--- config.mk ---
export PLATFORM = sky130hd
export DESIGN_NAME = rof_ram
export DESIGN_NICKNAME = d
export VERILOG_FILES = /design/src/rtl/core/rof_ram.sv
export SDC_FILE = /design/constraint.sdc
export NUM_CORES = 1
export LEC_CHECK = 0
export ABC_AREA = 1
export BUFFER_PORTS_ARGS = -buffer_cell sky130_fd_sc_hd__buf_4
export CORE_MARGIN = 3
export CORE_UTILIZATION = 35
export DETAILED_ROUTE_END_ITERATION = 7
export PLACE_DENSITY = 0.61
export RECOVER_POWER = 100
export SLEW_MARGIN = 20
export SYNTH_ARGS = -nofsm -noshare
export SYNTH_HDL_FRONTEND = slang
export SYNTH_SLANG_ARGS = --single-unit
--- constraint.sdc ---
create_clock -name clk -period 3 [get_ports clk]
set_input_delay 0.3 -clock clk [delete_from_list [all_inputs] [get_ports clk]]
set_output_delay 0.3 -clock clk [all_outputs]
set_load 0.02 [all_outputs]
--- src/rtl/core/rof_ram.sv ---
// ---------------------------------------------------------------------------
// rof_ram: generic simple dual-port RAM
// One write port, one read port with registered read data.
// ---------------------------------------------------------------------------
module rof_ram #(
  parameter int WIDTH = 8,
  parameter int DEPTH = 16
) (
  input  logic                     clk,
  input  logic                     we,
  input  logic [$clog2(DEPTH)-1:0] waddr,
  input  logic [WIDTH-1:0]         wdata,
  input  logic [$clog2(DEPTH)-1:0] raddr,
  output logic [WIDTH-1:0]         rdata
);

  logic [WIDTH-1:0] mem [DEPTH];

  always_ff @(posedge clk) begin
    if (we) begin
      mem[waddr] <= wdata;
    end
    rdata <= mem[raddr];
  end

endmodule

# Word-level counts from Yosys, hierarchy flattened
# Memories as Yosys holds them, arrays and structs flattened. A register that Yosys moved wholly into a read port is not among the register bits.
# Index checks and enable logic that the tools add are counted.
[op_classes]
muxes = 2
[ops]
columns = ["op", "count"]
rows = [
  ["$mux W1", 2],
]
[word_totals]
out_inout_bits = 8
memories = 1
register_bits = 0
ram_bits = 128
inputBits = 18
[memory_table]
columns = ["memory", "depth", "width", "rd", "rd_ports_with_merged_regs", "wr", "line_no", "source"]
rows = [
  ["mem", 16, 8, 1, 1, 1, "17", "logic [WIDTH-1:0] mem [DEPTH];"],
]

# Logic depth before layout (Yosys ltp)
[depth]
word_depth = 2
depth_mapped = 8
depth_no_buf = 7

# Least setup slack after synthesis
# No wires, ideal clock.
[synth_timing]
path_type = "input-to-reg"
startpoint = "in waddr[2]"
endpoint = "mem mem[10][0], enable pin"
path_slack_ps = 1749
t_arrival_ps = 881
t_required_ps = 2630
setup_time_ps = 370
cell_stages = 2
n_path_buf = 0
path_cell_list = "nand3b_1 > nor2_1"
[synth_lines]
columns = ["item", "line_no", "source"]
rows = [
  ["start: declaration", "11", "input logic [$clog2(DEPTH)-1:0] waddr,"],
  ["end: declaration", "17", ""],
]
# No word-level cell before the write port.

==> flow_summary.yaml <==
cts:
  cts_sinks: 136
  cts_buffer_depth: 2
  insertion_delay_ns: 0.40
  cts_hold_buf: 0
  htreeDepth: 4
  cts_root_buf: "clkbuf_16"
  cts_resized: 0
  cts_tree: "done"
  cts_setup_buffers: 0
  numCtsBuffers: 17
  clkTransAtPathRegs_ns: 0.06
timing:
  fin_crit_sh: 0.535
  tightest_slew_ns: 1.12
  setup_viol: 0
  hold_viol_final: 0
  period_minus_slack_ns: 1.60
  setup_ws_ns: 1.40
  relSlewSlack: 0.254
  skew_ns: 0.00817
  fmax_ghz: 0.623
  drv_slew: 0
  rsz0062_at_grt: "no"
  fin_setup_tns_ns: 0
drt:
  drc: 0
  wl_um: 12800
  routed_via_density: 4.66
  drt-initial-drc-count: 472
  num_vias: 3725
  drt_first_pass_iters: 5
  wl_per_cell_um: 16.0
  ant_nets: 0
floorplanning:
  dieArea_sq_um: 18100
  core.rowCount: 46
  num_io_pins: 26
  die_h_um: 134
  die_x_um: 134
  start_util: 0.360
  fp.coreArea_sq_um: 16000
worst_setup_path:
  crit_slowest_cell: "inv_2"
  crit_fanout: 64
  path_cells: "clkbuf_1 -> inv_2 -> nand2_1 -> nand3_1 -> nand3_1 -> nand3_1 -> nand2_1"
  criticalPathCategory: "in -> reg"
  crit_top_cell: "nand3_1"
  critical_path_arrival_ns: 1.90
  crit_family: "buffers and inverters"
  cp-end-kind: "flop"
  crit_buf_inv: 2
  reg2reg_slack_ns: 1.90
  slowest_delay_ns: 0.81
  required_ns: 3.29
  critPathLaunchType: "primary input"
placement:
  place_ws_ns: 0.958
  port_buffers: 25
  gp_congestion: 0.775
  dpl_cell_area_sq_um: 6070
  dp_hpwl_um: 7600
pwr:
  power_switching_share: 0.213
  power_frac_comb: 0.060
  p_clk_frac: 0.444
  seq_power_share: 0.496
  peakVddDrop_mv: 0.330
  p_switching_mw: 0.920
  p_leak_nw: 2.74
  power_density_nw_per_um2: 660
  internal_power_mw: 3.39
final_layout:
  fin_nets: 590
  final_util: 0.409
  syn2layout_area_growth_pct: 13.4
  fillerInstances: 1540
  final_cell_mix: "nand2_1, edfxtp_1, inv_1"
  antennaDiodeCount: 0
  drive_gt1_frac: 0.0599
  final_common_cell: "nand2_1"
  final_area_sq_um: 6540
yosys:
  synth.avg_cell_area_sq_um: 10.5
  synth.net_count: 569
  ys.warnings.count: 0
  postSynthCellCount: 551
  synth_seq_area_share: 0.694
  synthDistinctLibCells: 12
  synth_seq_cells: 136
  synth_area_sq_um: 5770
grt:
  grt_max_degree: 65
  grt.total_usage: 0.147
  grt-ovfl-total: 0
  grt_pass1_vias: 3556
  antenna_found_initial: 0
  grt_pass1_wl_um: 20000
outcome:
  status: "complete, no violations"
worst_hold_path:
  hp-class: "in -> reg"
flow_run:
  cap_violations: 0
[metal layers]
| metal | wire, um | part of all wire | vias up | track usage |
|---|---|---|---|---|
| met4 | 175 | 0.014 | 0 | 0.0515 |
| met1 | 5870 | 0.46 | 1786 | 0.207 |
| met3 | 836 | 0.065 | 11 | 0.0371 |
| met5 | 0 | 0 | - | 0 |
| li1 | - | - | 1812 | - |
| met2 | 5930 | 0.46 | 116 | 0.223 |
[registers in the layout, summed over array words and instances, names as in the netlist]
register and count:
mem 128, rdata 8
[logic make-up after synthesis]
kind of cell | Yosys count | synth area share
buffers and inverters | 126 | 0.0952
and+or+nand+nor | 289 | 0.210
DFF | 136 | 0.694
[power groups by stage]
stage | sequential [mW] | combinational (mW) | clock (mW)
5_1_grt | 2.14 | 0.290 | 2.03
4_1_cts | 2.14 | 0.277 | 1.94
2_1_floorplan | 2.19 | 0.150 | 0
3_3_place_gp | 2.18 | 0.273 | 0
6_report | 2.14 | 0.258 | 1.92
3_5_place_dp | 2.18 | 0.276 | 0
[worst paths after layout]
path                   from  endpoint  cells past startpoint
setup / recovery   raddr[0]  rdata[5]                      7
hold / removal     raddr[3]  rdata[3]                      3
setup reg to reg  mem[8][5]  rdata[5]                      6
hold reg to reg   mem[6][7]  rdata[7]                      6
[cell type report]
| type | instances | area, sq um | area share |
|---|---|---|---|
| repair buffers | 26 | 124 | 0.0189 |
| flip-flops and latches | 136 | 4000 | 0.612 |
| clock inverters | 11 | 108 | 0.0165 |
| clock buffers | 20 | 437 | 0.0668 |
| multi-input cells | 289 | 1210 | 0.186 |
| inverters | 102 | 383 | 0.0586 |
| well taps | 216 | 270 | 0.0413 |
[worst reg2reg max path: stages (launching register included)]
cell	delay, ns
edfxtp_1	0.36
inv_1	0.06
nand2_1	0.06
nand3_1	0.12
nand3_1	0.13
nand3_1	0.18
nand2_1	0.08
[through the flow]
| stage | hold slack [ns] | instances | power [mW] |
|---|---|---|---|
| 2_1_floorplan | 0.399 | 551 | 2.34 |
| 3_3_place_gp | 0.642 | 769 | 2.45 |
| 3_5_place_dp | 0.646 | 769 | 2.45 |
| 4_1_cts | 0.223 | 800 | 4.35 |
| 5_1_grt | 0.267 | 800 | 4.46 |
| 6_report | 0.239 | 800 | 4.31 |
[synthesized netlist by cell type]
cell	instances	area share
nand2_1	173	0.11
edfxtp_1	128	0.67
inv_1	100	0.065
nand3_1	97	0.084
nor2_1	17	0.011
buf_2	13	0.011
dfxtp_1	8	0.028
buf_6	6	0.012
buf_4	4	0.0052
inv_2	2	0.0013
nand3b_1	2	0.0026
buf_1	1	0.00065
No activity file was read; power rests on OpenSTA's default activity.
