`src/rtl/core/rof_pkg.sv`:
```
// ---------------------------------------------------------------------------
// rof_pkg: shared types and constants of the radius outlier filter
// Point layout, field widths, register indexes and item kinds.
// ---------------------------------------------------------------------------
package rof_pkg;

  localparam int MAX_POINTS = 1024;
  localparam int ADDR_W     = $clog2(MAX_POINTS);
  localparam int COUNT_W    = $clog2(MAX_POINTS + 1);
  localparam int COORD_W    = 20;
  localparam int POINT_W    = 3 * COORD_W;
  localparam int RADIUS_W   = 16;
  localparam int NB_W       = 10;
  localparam int R2_W       = 2 * RADIUS_W;
  localparam int SQ_W       = 2 * COORD_W;
  localparam int D2_W       = SQ_W + 2;

  // RAM read plus three distance stages
  localparam int PIPE_DEPTH = 4;

  localparam logic CFG_RADIUS = 1'b0;
  localparam logic CFG_MIN_NB = 1'b1;

  localparam logic KIND_LOAD     = 1'b0;
  localparam logic KIND_CLASSIFY = 1'b1;

  localparam logic STATUS_OK        = 1'b0;
  localparam logic STATUS_BAD_INDEX = 1'b1;

  // x in the lowest bits
  typedef struct packed {
    logic signed [COORD_W-1:0] z;
    logic signed [COORD_W-1:0] y;
    logic signed [COORD_W-1:0] x;
  } point_t;

  typedef struct packed {
    logic valid;
    logic self;
  } dist_tag_t;

endpackage

```
`src/rtl/core/rof_dist.sv`:
```
// ---------------------------------------------------------------------------
// rof_dist: pipelined squared-distance compare
// Three stages: absolute differences, squares, sum and radius compare.
// ---------------------------------------------------------------------------
module rof_dist import rof_pkg::*; (
  input  logic            clk,
  input  logic            rst,
  input  dist_tag_t       tag,
  input  point_t          pa,
  input  point_t          pb,
  input  logic [R2_W-1:0] r2,
  output logic            hit
);

  logic signed [COORD_W:0] dx, dy, dz;
  logic [COORD_W-1:0]      ax, ay, az;
  logic [SQ_W-1:0]         sx, sy, sz;
  logic [D2_W-1:0]         d2;
  dist_tag_t               tag1, tag2;

  assign dx = $signed({pb.x[COORD_W-1], pb.x}) - $signed({pa.x[COORD_W-1], pa.x});
  assign dy = $signed({pb.y[COORD_W-1], pb.y}) - $signed({pa.y[COORD_W-1], pa.y});
  assign dz = $signed({pb.z[COORD_W-1], pb.z}) - $signed({pa.z[COORD_W-1], pa.z});
  assign d2 = D2_W'(sx) + D2_W'(sy) + D2_W'(sz);

  always_ff @(posedge clk) begin
    if (rst) begin
      tag1 <= '0;
      tag2 <= '0;
      hit  <= 1'b0;
    end else begin
      tag1 <= tag;
      tag2 <= tag1;
      hit  <= tag2.valid && !tag2.self && (d2 <= D2_W'(r2));
    end
    ax <= dx[COORD_W] ? COORD_W'(-dx) : dx[COORD_W-1:0];
    ay <= dy[COORD_W] ? COORD_W'(-dy) : dy[COORD_W-1:0];
    az <= dz[COORD_W] ? COORD_W'(-dz) : dz[COORD_W-1:0];
    sx <= SQ_W'(ax) * SQ_W'(ax);
    sy <= SQ_W'(ay) * SQ_W'(ay);
    sz <= SQ_W'(az) * SQ_W'(az);
  end

endmodule

```
`config.mk`:
```
export PLATFORM = sky130hd
export DESIGN_NAME = rof_dist
export DESIGN_NICKNAME = d
export VERILOG_FILES = /design/src/rtl/core/rof_pkg.sv /design/src/rtl/core/rof_dist.sv
export SDC_FILE = /design/constraint.sdc
export NUM_CORES = 2
export LEC_CHECK = 0
export BUFFER_PORTS_ARGS = -buffer_cell sky130_fd_sc_hd__buf_2
export CAP_MARGIN = 20
export CORE_AREA = 4 4 343 345
export CTS_BUF_LIST = sky130_fd_sc_hd__clkbuf_4
export DETAILED_ROUTE_END_ITERATION = 10
export DIE_AREA = 0 0 347 349
export MAX_ROUTING_LAYER = met4
export PLACE_DENSITY_LB_ADDON = 0.15
export SETUP_SLACK_MARGIN = 0.2
export SLEW_MARGIN = 20
export SYNTH_ARGS = -nofsm -noshare
export SYNTH_HDL_FRONTEND = slang
export SYNTH_SLANG_ARGS = --single-unit
```
`constraint.sdc`:
```
create_clock -name clk -period 6.7 [get_ports clk]
set_clock_uncertainty 0.1 [all_clocks]
set_input_delay 0.335 -clock clk [delete_from_list [all_inputs] [get_ports clk]]
set_output_delay 0.335 -clock clk [all_outputs]
set_load 0.01 [all_outputs]
```
### Word level (Yosys, flattened, before mapping)

Cells that the tools add are included.

* register bits after elaboration: 185
* latch bits: 0
* memory bits (writable): 0
* memory bits (read-only): 0
* input bits: 156
* output and inout bits: 1
* memories kept: 0

* add/subtract/negate cells: 8
* $mul: 3
* div/mod/pow operators: 0
* order comparisons: 1
* equality and inequality tests: 0
* shift operators: 0
* muxes and demuxes: 3
* bitwise operators: 0
* reductions and logical operators: 3

Operators by type and width (count)
* multiplier 20 x 20 -> 40 bit: 3
* subtractor 20 x 20 -> 21 bit: 3
* two-way mux 20 bit: 3
* negation 20 bit: 3
* adder 41 x 40 -> 42 bit: 1
* less-or-equal comparator 42 x 32 -> 1 bit: 1
* adder 40 x 40 -> 41 bit: 1
* logical AND 1 bit: 2
* logical NOT 1 bit: 1

### Depth between registers and ports, before layout

* depth in word-level cells: 4
* mapped depth: 29

### Least setup slack after synthesis

Ideal clock, no wire load.

* path kind: reg-to-reg
* from: register ax[8]
* to: register sx[38]
* library setup time: 123 ps
* data arrival time: 7251 ps
* setup slack: -775 ps
* cell stages (with the launch flop): 25
* buffers on the path: 2
* period minus slack after synthesis: 7475 ps
* path through: dfxtp_1 -> clkbuf_1 -> clkbuf_1 -> nand2_1 -> fa_1 -> inv_1 -> fa_1 -> fa_1 -> fa_1 -> inv_1 -> fa_1 -> inv_1 -> fa_1 -> fa_1 -> ha_1 -> or3_1 -> o211ai_1 -> a21boi_0 -> o31ai_1 -> o21ai_1 -> a31o_2 -> or4_1 -> a311oi_1 -> a21oi_1 -> xor2_1

* longest elaborated chain between the ends: 1

RTL lines
* from (decl): RTL line rof_dist.sv:16 `logic [COORD_W-1:0] ax, ay, az;`
* from (signal assigned): RTL line rof_dist.sv:36 `ax <= dx[COORD_W] ? COORD_W'(-dx) : dx[COORD_W-1:0];`
* multiplier 20 x 20 -> 40 bit: RTL line rof_dist.sv:39 `sx <= SQ_W'(ax) * SQ_W'(ax);`
* to (signal assigned): RTL line rof_dist.sv:39
* to (decl): RTL line rof_dist.sv:17 `logic [SQ_W-1:0] sx, sy, sz;`

Every way passes these cells.
A chain may end at the register's enable or synchronous reset.

### Final worst setup path

* from: register ax[4]
* to: register sx[38]

Same word-level chain as after synthesis.

==> flow_summary.json <==
{
  "status": "finished, violations left",
  "violations": "setup timing",
  "clock_latency_ns": 0.81,
  "cts.sinks": 182,
  "row_count": 124,
  "grtUsageMet1": 0.256,
  "clock_path_buffers": 2,
  "grt.total_usage": 0.194,
  "synth_top_family_by_area": "adder cells",
  "wl_per_cell_microns": 15.3,
  "drv_cap": 0,
  "worst_pin_slew_ns": 0.922,
  "path_cells": "buf_6 -> and2_1 -> fa_2 -> fa_2 -> fa_2 -> fa_1 -> inv_2 -> fa_1 -> inv_2 -> fa_1 -> fa_1 -> ha_4 -> or3_4 -> o211ai_1 -> a21boi_2 -> o31ai_2 -> buf_4 -> o21ai_2 -> a31o_2 -> or4_4 -> a311oi_2 -> a21oi_1 -> xor2_1",
  "io_pins": 157,
  "max-slew-margin-rel": 0.383,
  "die_y_microns": 349,
  "arrival_ns": 7.62,
  "max_freq_ghz": 0.141,
  "r2r_cells": 23,
  "synth-seq-area-share": 0.0799,
  "layout_commonest_cell": "inv_1",
  "drt_pass1_iterations": 5,
  "finalNetCount": 7292,
  "worst_slack_ns": -0.381,
  "whs_ns": 0.110,
  "post-place-ws_ns": -0.576,
  "hpwl_mm": 96.9,
  "muxShareOfSynthArea": 0.00236,
  "detail_route.wirelength_mm": 110,
  "syn_avg_cell_area_sq_um": 9.14,
  "synth_cell_types": 73,
  "final-setup-viol-count": 7,
  "drt_iter0_drc": 1198,
  "grt-ovfl-total": 0,
  "core_sq_um": 114000,
  "nFillCells": 11200,
  "grt_pass1_vias": 36700,
  "clock-root-buffer": "clkbuf_4",
  "num_vias": 34100,
  "synthArstFlopShare": 0,
  "fin_util": 0.482,
  "htreeDepth": 4,
  "finalWeightedCongestion": 0.856,
  "critical_path_required_ns": 7.24,
  "vias_per_cell": 4.74,
  "postSynthCellCount": 4990,
  "clk_pin_slew_ns": 0.16,
  "synth-simple-area-share": 0.112,
  "cts_inserted_buffers": 17,
  "dieArea_sq_um": 121000,
  "syn_to_final_growth_pct": 20.7,
  "synth_xor_area_frac": 0.0551,
  "ys_ff_latch": 182,
  "syn_area_sq_um": 45600,
  "ant_nets": 0,
  "grt_pass1_wl_mm": 185,
  "drv_slew": 0,
  "path_max_fanout": 5,
  "hold_viol_final": 0,
  "cp_slowest_stage_delay_ns": 0.58,
  "rsz0062_at_grt": "true",
  "critPathSlowestCell": "fa_2",
  "drcViolationCount": 0,
  "start_util": 0.399,
  "synth_compound_area_frac": 0.0940,
  "mostFrequentLayoutCells": "inv_1 (1164), fa_1 (841), ha_1 (552), buf_4 (482), nand2_1 (395)",
  "busiest_layer": "met2",
  "grt_max_degree": 19,
  "min_path_type": "input pin to register",
  "synthFlopType": "dfxtp_1",
  "endpoint_kind": "register",
  "cpMostUsedCell": "fa_1",
  "cpLargestDelayFamily": "adder cells",
  "cp-start-kind": "register",
  "period_share": 1.06,
  "fp.dieW_microns": 347,
  "ys.warnings.count": 0,
  "drive_gt1_frac": 0.192,
  "finalCriticalPeriod_ns": 7.08,
  "setup.worst_path.class": "register to register",
  "synth_fa_ha_area_frac": 0.547,
  "hold_depth": 5,
  "met2_usage": 0.329,
  "cp_num_cells": 23,
  "use_met3": 0.0153,
  "crit_buf_inv": 4,
  "synth_edf_count": 0,
  "antenna_found_initial": 13,
  "tritoncts": "yes",
  "io_buffers": 156
}
==> final timing paths <==
check | start | to | slack [ns]
min | pa[38] | ay[18] | 0.11
max | ax[4] | sx[38] | -0.38
max reg2reg | ax[4] | sx[38] | -0.38
min reg2reg | tag1[1] | tag2[1] | 0.36
==> cells in the mapped netlist (all sizes together) (24+ instances only) <==
| master | count | area share |
|---|---|---|
| a21o | 118 | 0.019 |
| clkbuf | 136 | 0.011 |
| nor2 | 160 | 0.013 |
| nand2b | 26 | 0.0036 |
| xor2 | 96 | 0.018 |
| a211oi | 24 | 0.0040 |
| and2 | 230 | 0.032 |
| dfxtp | 182 | 0.080 |
| a21oi | 214 | 0.024 |
| o21a | 40 | 0.0066 |
| inv | 1190 | 0.098 |
| nor2b | 43 | 0.0059 |
| ha | 588 | 0.16 |
| o21ai | 105 | 0.012 |
| o21bai | 39 | 0.0064 |
| nand3 | 40 | 0.0044 |
| nand2 | 415 | 0.034 |
| xnor2 | 191 | 0.037 |
| fa | 878 | 0.39 |
| nand4 | 28 | 0.0038 |
==> layout make-up <==
cell class,instances,area (sq um),share of cell area
Clock buffer,17,128,0.00232
Multi-Input combinational cell,3482,38400,0.698
Tap cell,1512,1890,0.0344
Timing Repair Buffer,797,6230,0.113
Clock inverter,15,145,0.00264
Antenna cell,4,10.0,0.000182
Sequential cell,182,3750,0.0682
Inverter,1190,4470,0.0812
==> metal layers <==
| layer | up-vias | part of all wire |
|---|---|---|
| met2 | 367 | 0.50 |
| li1 | 16800 | - |
| met3 | 84 | 0.023 |
| met4 | 0 | 0.016 |
| met1 | 16900 | 0.46 |
| met5 | - | 0 |
==> sequential cells by signal (all words and copies together), names as in the netlist, 2 cells and up <==
signal and flops:
sx 39, az 20, ax 20, ay 20, sz 39, sy 39
tag1 2, tag2 2
==> stage by stage <==
step | cells | TNS (ns) | instance area, sq um
after floorplan | 4991 | -0.323 | 46000
after global routing | 7198 | -6.65 | 55000
after detailed placement | 7030 | -5.34 | 51900
final | 7199 | -1.14 | 55000
after global placement | 7030 | -5.08 | 51900
after CTS | 7159 | -1.25 | 53800
==> tightest hold or removal path, delay by kind of cell <==
family,cells,cell delay [ns]
adders and majority gates,1,0.19
xor gates and xnor gates,2,0.27
buffers and inverters,2,0.14
==> cells by family (layout without fill, tap and decap cells) <==
group	count (synthesis)	in the layout
AOI/OAI and AO/OA	667	667
DFF	182	182
buffers and inverters	1327	2019
muxes	10	10
and+or+nand+nor	1047	1047
xor gates and xnor gates	287	287
other	2	7
adders and majority gates	1468	1468
==> what timing repair did <==
item	CTS	global route
cloned	0	0
hold buffers	71	0
pin swaps	141	155
resized for setup	190	239
setup buffers	26	36
hold endpoints to repair	45	0
endpoints found under the setup margin	48	53
Power is not shown: default switching activity piles up to over one toggle a cycle in this logic, so the estimate is an artifact.
